--- config.mk ---
export PLATFORM = sky130hd
export DESIGN_NAME = indexed_list_store
export DESIGN_NICKNAME = d
export VERILOG_FILES = /design/src/hw/rtl/ils_pkg.sv /design/src/hw/rtl/ils_ctrl.sv /design/src/hw/rtl/ils_dpath.sv /design/src/hw/rtl/indexed_list_store.sv
export SDC_FILE = /design/constraint.sdc
export NUM_CORES = 1
export LEC_CHECK = 0
export BUFFER_PORTS_ARGS = -buffer_cell sky130_fd_sc_hd__buf_4
export CAP_MARGIN = 25
export CORE_MARGIN = 4
export CORE_UTILIZATION = 40
export DETAILED_ROUTE_END_ITERATION = 10
export PLACE_DENSITY = 0.54
export SLEW_MARGIN = 20
export SYNTH_ARGS = -nofsm -noshare
export SYNTH_HDL_FRONTEND = slang
export SYNTH_HIERARCHICAL = 1
export SYNTH_SLANG_ARGS = --single-unit
export TNS_END_PERCENT = 50
--- constraint.sdc ---
create_clock -name clk -period 6.5 [get_ports clk]
set_input_delay 0.65 -clock clk [delete_from_list [all_inputs] [get_ports clk]]
set_output_delay 0.65 -clock clk [all_outputs]
set_load 0.03 [all_outputs]
--- src/hw/rtl/ils_pkg.sv ---
// Shared types and constants for the indexed list store.
// Holds the request and response structs, command codes, controller states
// and the command and status structs between controller and datapath.
`default_nettype none

package ils_pkg;

	localparam int CAPACITY = 16;
	localparam int IDX_W = (CAPACITY > 1) ? $clog2(CAPACITY) : 1;
	localparam int CNT_W = $clog2(CAPACITY + 1);
	localparam int POS_W = 8;
	localparam int CMP_W = (CNT_W > POS_W) ? CNT_W : POS_W;
	localparam int COUNT_W = 5;
	localparam int DATA_W = 32;

	localparam logic [2:0] CMD_READ = 3'd0;
	localparam logic [2:0] CMD_INS_HEAD = 3'd1;
	localparam logic [2:0] CMD_INS_TAIL = 3'd2;
	localparam logic [2:0] CMD_INS_AT = 3'd3;
	localparam logic [2:0] CMD_DELETE = 3'd4;

	typedef struct packed {
		logic [2:0] cmd;
		logic [POS_W-1:0] position;
		logic signed [DATA_W-1:0] value;
	} ils_req_t;

	typedef struct packed {
		logic signed [DATA_W-1:0] read_value;
		logic found;
		logic refused;
		logic [COUNT_W-1:0] count;
	} ils_rsp_t;

	typedef enum logic [1:0] {
		OP_NONE,
		OP_READ,
		OP_INSERT,
		OP_DELETE
	} ils_op_t;

	typedef enum logic {
		ST_IDLE,
		ST_EXEC
	} ils_state_t;

	typedef struct packed {
		logic load;
		logic exec;
		ils_op_t op;
		logic [IDX_W-1:0] at;
		logic found;
		logic refused;
	} ils_ctl_t;

	typedef struct packed {
		logic [CNT_W-1:0] fill;
		logic [2:0] cmd;
		logic [POS_W-1:0] position;
	} ils_status_t;

endpackage

`default_nettype wire

--- src/hw/rtl/ils_ctrl.sv ---
// Controller for the indexed list store: a two-state machine that takes a request
// and decides the operation, target index and flags. Depends on ils_pkg.
`default_nettype none

module ils_ctrl (
	input wire logic clk,
	input wire logic arst_n,
	input wire logic start,
	output logic busy,
	input wire ils_pkg::ils_status_t status,
	output ils_pkg::ils_ctl_t ctl
);
	import ils_pkg::*;

	ils_state_t state_q;
	ils_state_t state_nxt;
	logic full;
	logic [CMP_W-1:0] pos_x;
	logic [CMP_W-1:0] fill_x;

	assign full = (status.fill == CNT_W'(CAPACITY));
	assign pos_x = CMP_W'(status.position);
	assign fill_x = CMP_W'(status.fill);

	always_ff @(posedge clk or negedge arst_n) begin
		if (!arst_n) begin
			state_q <= ST_IDLE;
		end else begin
			state_q <= state_nxt;
		end
	end

	always_comb begin
		state_nxt = state_q;
		case (state_q)
			ST_IDLE: begin
				if (start) begin
					state_nxt = ST_EXEC;
				end
			end
			ST_EXEC: begin
				state_nxt = ST_IDLE;
			end
			default: begin
				state_nxt = ST_IDLE;
			end
		endcase
	end

	always_comb begin
		ctl = '0;
		ctl.op = OP_NONE;
		busy = 1'b0;
		case (state_q)
			ST_IDLE: begin
				ctl.load = start;
			end
			ST_EXEC: begin
				busy = 1'b1;
				ctl.exec = 1'b1;
				case (status.cmd)
					CMD_READ: begin
						ctl.op = OP_READ;
						ctl.at = IDX_W'(status.position);
						if (pos_x < fill_x) begin
							ctl.found = 1'b1;
						end else begin
							ctl.refused = 1'b1;
						end
					end
					CMD_INS_HEAD: begin
						if (full) begin
							ctl.refused = 1'b1;
						end else begin
							ctl.op = OP_INSERT;
						end
					end
					CMD_INS_TAIL: begin
						if (full) begin
							ctl.refused = 1'b1;
						end else begin
							ctl.op = OP_INSERT;
							ctl.at = IDX_W'(status.fill);
						end
					end
					CMD_INS_AT: begin
						if (full || pos_x > fill_x) begin
							ctl.refused = 1'b1;
						end else begin
							ctl.op = OP_INSERT;
							ctl.at = IDX_W'(status.position);
						end
					end
					CMD_DELETE: begin
						if (pos_x >= fill_x) begin
							ctl.refused = 1'b1;
						end else begin
							ctl.op = OP_DELETE;
							ctl.at = IDX_W'(status.position);
						end
					end
					default: begin
						ctl.refused = 1'b1;
					end
				endcase
			end
			default: begin
				busy = 1'b0;
			end
		endcase
	end

endmodule

`default_nettype wire

--- src/hw/rtl/ils_dpath.sv ---
// Datapath for the indexed list store: the request register, a chain of entry
// cells that all shift up or down at once, the fill count and the response.
// Depends on ils_pkg.
`default_nettype none

module ils_dpath (
	input wire logic clk,
	input wire logic arst_n,
	input wire ils_pkg::ils_req_t req,
	input wire ils_pkg::ils_ctl_t ctl,
	output ils_pkg::ils_status_t status,
	output logic done,
	output ils_pkg::ils_rsp_t rsp
);
	import ils_pkg::*;

	ils_req_t req_q;
	logic signed [DATA_W-1:0] entry_q [CAPACITY];
	logic [CNT_W-1:0] fill_q;
	logic [CNT_W-1:0] fill_nxt;
	logic done_q;
	ils_rsp_t rsp_q;
	logic signed [DATA_W-1:0] rd_data;

	assign status.fill = fill_q;
	assign status.cmd = req_q.cmd;
	assign status.position = req_q.position;
	assign done = done_q;
	assign rsp = rsp_q;

	always_comb begin
		rd_data = entry_q[ctl.at];
		fill_nxt = fill_q;
		case (ctl.op)
			OP_INSERT: fill_nxt = fill_q + CNT_W'(1);
			OP_DELETE: fill_nxt = fill_q - CNT_W'(1);
			default: fill_nxt = fill_q;
		endcase
	end

	always_ff @(posedge clk) begin
		if (ctl.load) begin
			req_q <= req;
		end
	end

	always_ff @(posedge clk) begin
		if (ctl.exec) begin
			for (int i = 0; i < CAPACITY; i++) begin
				if (ctl.op == OP_INSERT) begin
					if (IDX_W'(i) == ctl.at) begin
						entry_q[i] <= req_q.value;
					end else if (i > 0 && IDX_W'(i) > ctl.at) begin
						entry_q[i] <= entry_q[(i > 0) ? i - 1 : 0];
					end
				end else if (ctl.op == OP_DELETE) begin
					if (i < CAPACITY - 1 && IDX_W'(i) >= ctl.at) begin
						entry_q[i] <= entry_q[(i < CAPACITY - 1) ? i + 1 : i];
					end
				end
			end
		end
	end

	always_ff @(posedge clk or negedge arst_n) begin
		if (!arst_n) begin
			fill_q <= '0;
			done_q <= 1'b0;
		end else begin
			done_q <= ctl.exec;
			if (ctl.exec) begin
				fill_q <= fill_nxt;
			end
		end
	end

	always_ff @(posedge clk) begin
		if (ctl.exec) begin
			if (ctl.op == OP_READ) begin
				rsp_q.read_value <= ctl.found ? rd_data : -DATA_W'(1);
			end else begin
				rsp_q.read_value <= '0;
			end
			rsp_q.found <= ctl.found;
			rsp_q.refused <= ctl.refused;
			rsp_q.count <= COUNT_W'(fill_nxt);
		end
	end

endmodule

`default_nettype wire

--- src/hw/rtl/indexed_list_store.sv ---
// Top level of the indexed list store: joins the controller and the datapath.
// Depends on ils_pkg, ils_ctrl and ils_dpath.
//
// A request is accepted when start is high and busy is low; the entry cells
// shift and the response is formed in the next cycle, and done then marks the
// response on rsp for exactly one cycle, while a new request may already be
// accepted. The receiver cannot stall, so every response must be taken in the
// cycle in which done is high. Entries are held in a chain of registers that
// moves every entry at once, and the state machine handles one request at a
// time: no new request is accepted while busy is high. No clearing pass is
// needed after reset.
`default_nettype none

module indexed_list_store (
	input wire logic clk,
	input wire logic arst_n,
	input wire logic start,
	output logic busy,
	input wire ils_pkg::ils_req_t req,
	output logic done,
	output ils_pkg::ils_rsp_t rsp
);
	import ils_pkg::*;

	ils_ctl_t ctl;
	ils_status_t status;

	ils_ctrl u_ctrl (
		.clk(clk),
		.arst_n(arst_n),
		.start(start),
		.busy(busy),
		.status(status),
		.ctl(ctl)
	);

	ils_dpath u_dpath (
		.clk(clk),
		.arst_n(arst_n),
		.req(req),
		.ctl(ctl),
		.status(status),
		.done(done),
		.rsp(rsp)
	);

`ifndef SYNTHESIS
	a_accept_busy: assert property (@(posedge clk) disable iff (!arst_n)
		start && !busy |=> busy && !done)
		else $error("Accepted request did not make the block busy.");

	a_done_after_busy: assert property (@(posedge clk) disable iff (!arst_n)
		busy |=> done)
		else $error("Busy cycle was not followed by a response.");

	a_count_bound: assert property (@(posedge clk) disable iff (!arst_n)
		done |-> rsp.count <= COUNT_W'(CAPACITY))
		else $error("Entry count exceeds capacity.");

	a_found_not_refused: assert property (@(posedge clk) disable iff (!arst_n)
		done |-> !(rsp.found && rsp.refused))
		else $error("Response is both found and refused.");
`endif

endmodule

`default_nettype wire
* Word-level counts from Yosys, hierarchy flattened
Memory sizes are Yosys's and may differ from the RTL's. Index checks and enable logic that the tools add are counted.
Operators by class: bitwise logic cells 31, multiply operators 0, order comparisons 33, $add $sub $neg 2, shifts and indexed selects 0, eq/ne operators 23, muxes and demuxes 264, reductions and logical operators 4, div/mod/pow operators 0
Operators by type and width (number):
- $mux 32 | 31
- $mux 1 | 223
- $eq 4x4->1 const A | 8
- $gt 4x4->1 const A | 8
- $or 1x1->1 | 30
- $ge 4x4->1 const A | 7
- $mux 6 | 3
- $eq 3x4->1 const A | 4
- $ge 3x4->1 const A | 4
- $gt 3x4->1 const A | 4
- $pmux 4 s4 | 1
- $pmux 2 s5 | 1
- $pmux 5 s2 | 1
- $mux 9 | 1
- $eq 2x4->1 const A | 2
- $ge 1x4->1 const A | 2
- $ge 2x4->1 const A | 2
- $ge 8x5->1 | 1
- $gt 2x4->1 const A | 2
- $gt 8x5->1 | 1
- $lt 8x5->1 | 1
- $eq 3x2->1 const B | 2
- $add 5x1->5 const B | 1
- $eq 5x5->1 const B | 1
- 15 further kinds | 16
Word-level totals: bits in read-only memories 0, register bits 89, input bits 46, memories kept 1, output and inout port bits 41, RAM bits 512, bits in latches 0, word-level logic and storage cells 368
Memories:
- u_dpath.entry_q | words 16, width 32, rd ports 17, clocked after Yosys merged registers in 0, write ports 16, line ils_dpath.sv:18 | logic signed [DATA_W-1:0] entry_q [CAPACITY];

* Longest topological paths before layout
depth after elaboration 13, mapped depth 18, mapped depth without buffers 15

* By module
Netlist, hierarchy kept.
By module, submodules not included:
- ils_dpath | seq. area each 17987.3 um^2, times used 1, cells each 2825, area an instance 33264.4 um^2
- ils_ctrl | seq. area each 25.0 um^2, times used 1, cells each 68, area an instance 454.2 um^2

* Worst setup path before layout
OpenSTA, ideal clock, no wires.
path kind register to register, from register u_dpath.req_q (netlist bit u_dpath/status[4]), to memory u_dpath.entry_q[2][0] (enable), stages on the path, launching flop included 11, required time 6039 ps, library setup time 461 ps, slack 1372 ps, period minus slack after synthesis 5128 ps, path buffers 2, arrival time 4667 ps, path through edfxtp_1 -> buf_4 -> ha_1 -> or4_4 -> o21bai_1 -> nor2_1 -> a2111o_1 -> o31ai_1 -> nand2_2 -> clkbuf_1 -> nor3_1
RTL lines:
- start: declaration | line ils_dpath.sv:17 | ils_req_t req_q;
- start signal: assignment | line ils_dpath.sv:43 | req_q <= req;
- end: declaration | line ils_dpath.sv:18

==> results.toml <==
[synthesis]
ys_warn_count = 6
synth_cells = 2893
synth_area_mm2 = 0.03372
synthArstFlopShare = 0.01165
synth_nets = 2945
synthFlopType = "edfxtp_1"
synth_seq_cells = 601
synth_cell_types = 67
synth_edf_count = 594
syn_area_per_cell_um2 = 11.66
synth_seq_area_share = 0.5342

[placed_design]
dp_slack_ns = 1.595
gp_congestion = 0.8600
port_buffers = 86
place_area_mm2 = 0.03502
post-dp-hpwl_mm = 67.37

[setup_path]
cp_cell_sequence = "inv_1, ha_1, nand4_1, nor4_1, o21bai_1, o2111ai_1, a21oi_2, a22o_1, buf_4, nand3b_1, buf_4, o211ai_4, buf_4, mux2i_1, o21ai_0"
path_common_cell = "buf_4"
crit_slowest_cell = "o211ai_4"
cp_num_buf_inv = 4
critPathTopFamily = "compound AO/OA/AOI/OAI gates"
crit_fanout = 23
critPathArrivalTime_ns = 5.17
max_stage_delay_ns = 0.71
critical_path_class = "reg2reg"
worstPathRequired_ns = 6.83
worst_setup_path_start_kind = "flop"
critPathCaptureType = "flop"

[final_layout]
nets = 2898
final_cell_mix = "edfxtp_1, mux2i_1, nand2_1"
nFillCells = 7633
fin_area_mm2 = 0.03741
final-seq-area_mm2 = 0.01801
multi_input_area_mm2 = 0.01452
area_growth_pct = 10.94
drive_gt1_frac = 0.1545
final_common_cell = "edfxtp_1"
final_util = 0.4477

[cts]
cts.sinks = 601
root_buffer = "clkbuf_16"
clock_latency_ns = 0.61
cts_buffers = 71
clk_pin_slew_ns = 0.06
post-cts-setup-buffer-count = 0
cts_max_level = 3
clockBufferDepth = 3
cts_tree = "yes"

[outcome]
status = "finished clean"

[sta]
rsz0062_at_grt = "no"
maxClockFrequency_ghz = 0.2065
setup_viol = 0
post-route-min-period_ns = 4.842
fin_crit_sh = 0.7449
clock_skew_ns = 0.02107
tns_ns = 0
worst_slack_ns = 1.658
drv_slew = 0
finalHoldViolCount = 0
tightest_slew_ns = 1.070
max_slew_margin = 0.2870

[grt]
first_global_vias = 23067
grt_start_max_net_pins = 80
grt_pass1_wl_mm = 154.4
track_usage = 0.2260
overflow = 0
antenna_found_initial = 1

[power]
irDropWorstVdd_mv = 0.1758
p_leak_nw = 13.47
finalPower_mw = 9.167
p_per_area_mw_per_mm2 = 245.0

[hold_path]
min_path_type = "in2reg"

[floorplan]
std_cell_rows = 106
dieHeight_um = 298.3
core_mm2 = 0.08356
die_width_um = 298.3
dieArea_mm2 = 0.08901
initial_core_util = 0.4035
num_io_pins = 87

[detailed_routing]
dr_total_vias = 23722
drc = 0
avgViaCountPerCell = 5.959
ant_nets = 0
wire_per_inst_um = 25.94
wl_mm = 103.3
dr.pass1.iters = 5
drt_iter0_drc = 2294

[job]
max-cap-violations = 0
## power breakdown
part           switching [mW]  total (mW)  internal, mW
clock                    1.64        3.95          2.31
combinational           0.386       0.685         0.298
sequential              0.150        4.53          4.38
total                    2.18        9.17          6.99
## sequential cells by signal, summed over array words and instances, names as in the netlist
signal	count
u_dpath/entry_q	512
u_dpath/done	1
u_dpath/status	11
u_dpath/req_q	32
u_dpath/rsp	39
u_ctrl/state_q	1
u_dpath/fill_q	5
## timing repair
| item | CTS | global route |
|---|---|---|
| hold buffers | 1 | 0 |
| gates resized for setup | 0 | 0 |
| setup endpoints to repair | 0 | 0 |
| hold endpoints to repair | 7 | 0 |
## logic make-up after synthesis
group / synth area share
buf+inv: 0.04416
compound gates: 0.1117
simple gates: 0.08776
flops: 0.5342
mux: 0.2179
fa+ha+maj: 0.002226
xor+xnor: 0.002078
## final cells by class
type | count | share of cell area
diodes | 1 | 0.00006689
clock buffers | 95 | 0.05214
inverters | 7 | 0.0007024
well taps | 1080 | 0.03612
clock inverters | 32 | 0.007827
multi-input cells | 2017 | 0.3880
flip-flops and latches | 601 | 0.4815
repair buffers | 148 | 0.03358
## synthesized netlist by cell type (3+ instances only)
cell type  number  area [um^2]
o31ai_1         8        60.06
xnor2_1         5        43.79
a41oi_1        26        227.7
mux2i_1       544         5445
nor2b_1         7        43.79
buf_2          73        365.4
edfxtp_1      594        17840
mux2_2        105         1182
nand3_1        10        50.05
o21ai_1        62        310.3
inv_1           7        26.28
nand2_2         4        25.02
a31oi_1        15        93.84
nor4_1          5        31.28
xor2_1          3        26.28
a21oi_2         4        35.03
mux4_2         32        720.7
a21o_1         33        247.7
a21oi_1       194        970.9
o21ai_0       171        855.8
nand4_1        28        175.2
ha_1            6        75.07
nor3_1          8        40.04
a22o_1         36        315.3
or4_1           3        22.52
dfrtp_1         7        175.2
buf_4          68        510.5
nor2_1        195        732.0
nand3b_1        4        30.03
nand2b_1        5        31.28
clkbuf_1      110        412.9
a22oi_1        64        480.5
buf_6          14        157.7
nand2_1       392         1471
and2_1         10        62.56
## through the flow
step                instances  hold WS [ns]
floorplan                2893        0.3544
global placement         3847        0.4789
detailed placement       3847        0.4769
CTS                      3975        0.1665
global route             3980        0.1782
finish                   3981        0.2109
## routing by layer
metal,vias up,share of wire,wire [um],track usage
met5,-,0.00013,13,0
li1,10731,-,-,-
met1,11881,0.47,48760,0.3449
met2,989,0.43,44300,0.3327
met4,2,0.018,1808,0.05455
met3,119,0.081,8386,0.04141
## worst paths after layout
| path | start | to | slack [ns] | cells after the start |
|---|---|---|---|---|
| hold reg to reg | u_dpath/entry_q[0][14] | u_dpath/entry_q[1][14] | 0.56 | 2 |
| setup reg to reg | u_dpath/fill_q[2] | u_dpath/entry_q[5][31] | 1.66 | 15 |
| hold / removal | req[4] | u_dpath/req_q[4] | 0.21 | 1 |
| setup / recovery | u_dpath/fill_q[2] | u_dpath/entry_q[5][31] | 1.66 | 15 |
| min in group asynchronous | arst_n | u_dpath/done | 0.38 | 2 |
| max in group asynchronous | arst_n | u_ctrl/state_q | 5.96 | 2 |
(Power assumes the default switching activity.)
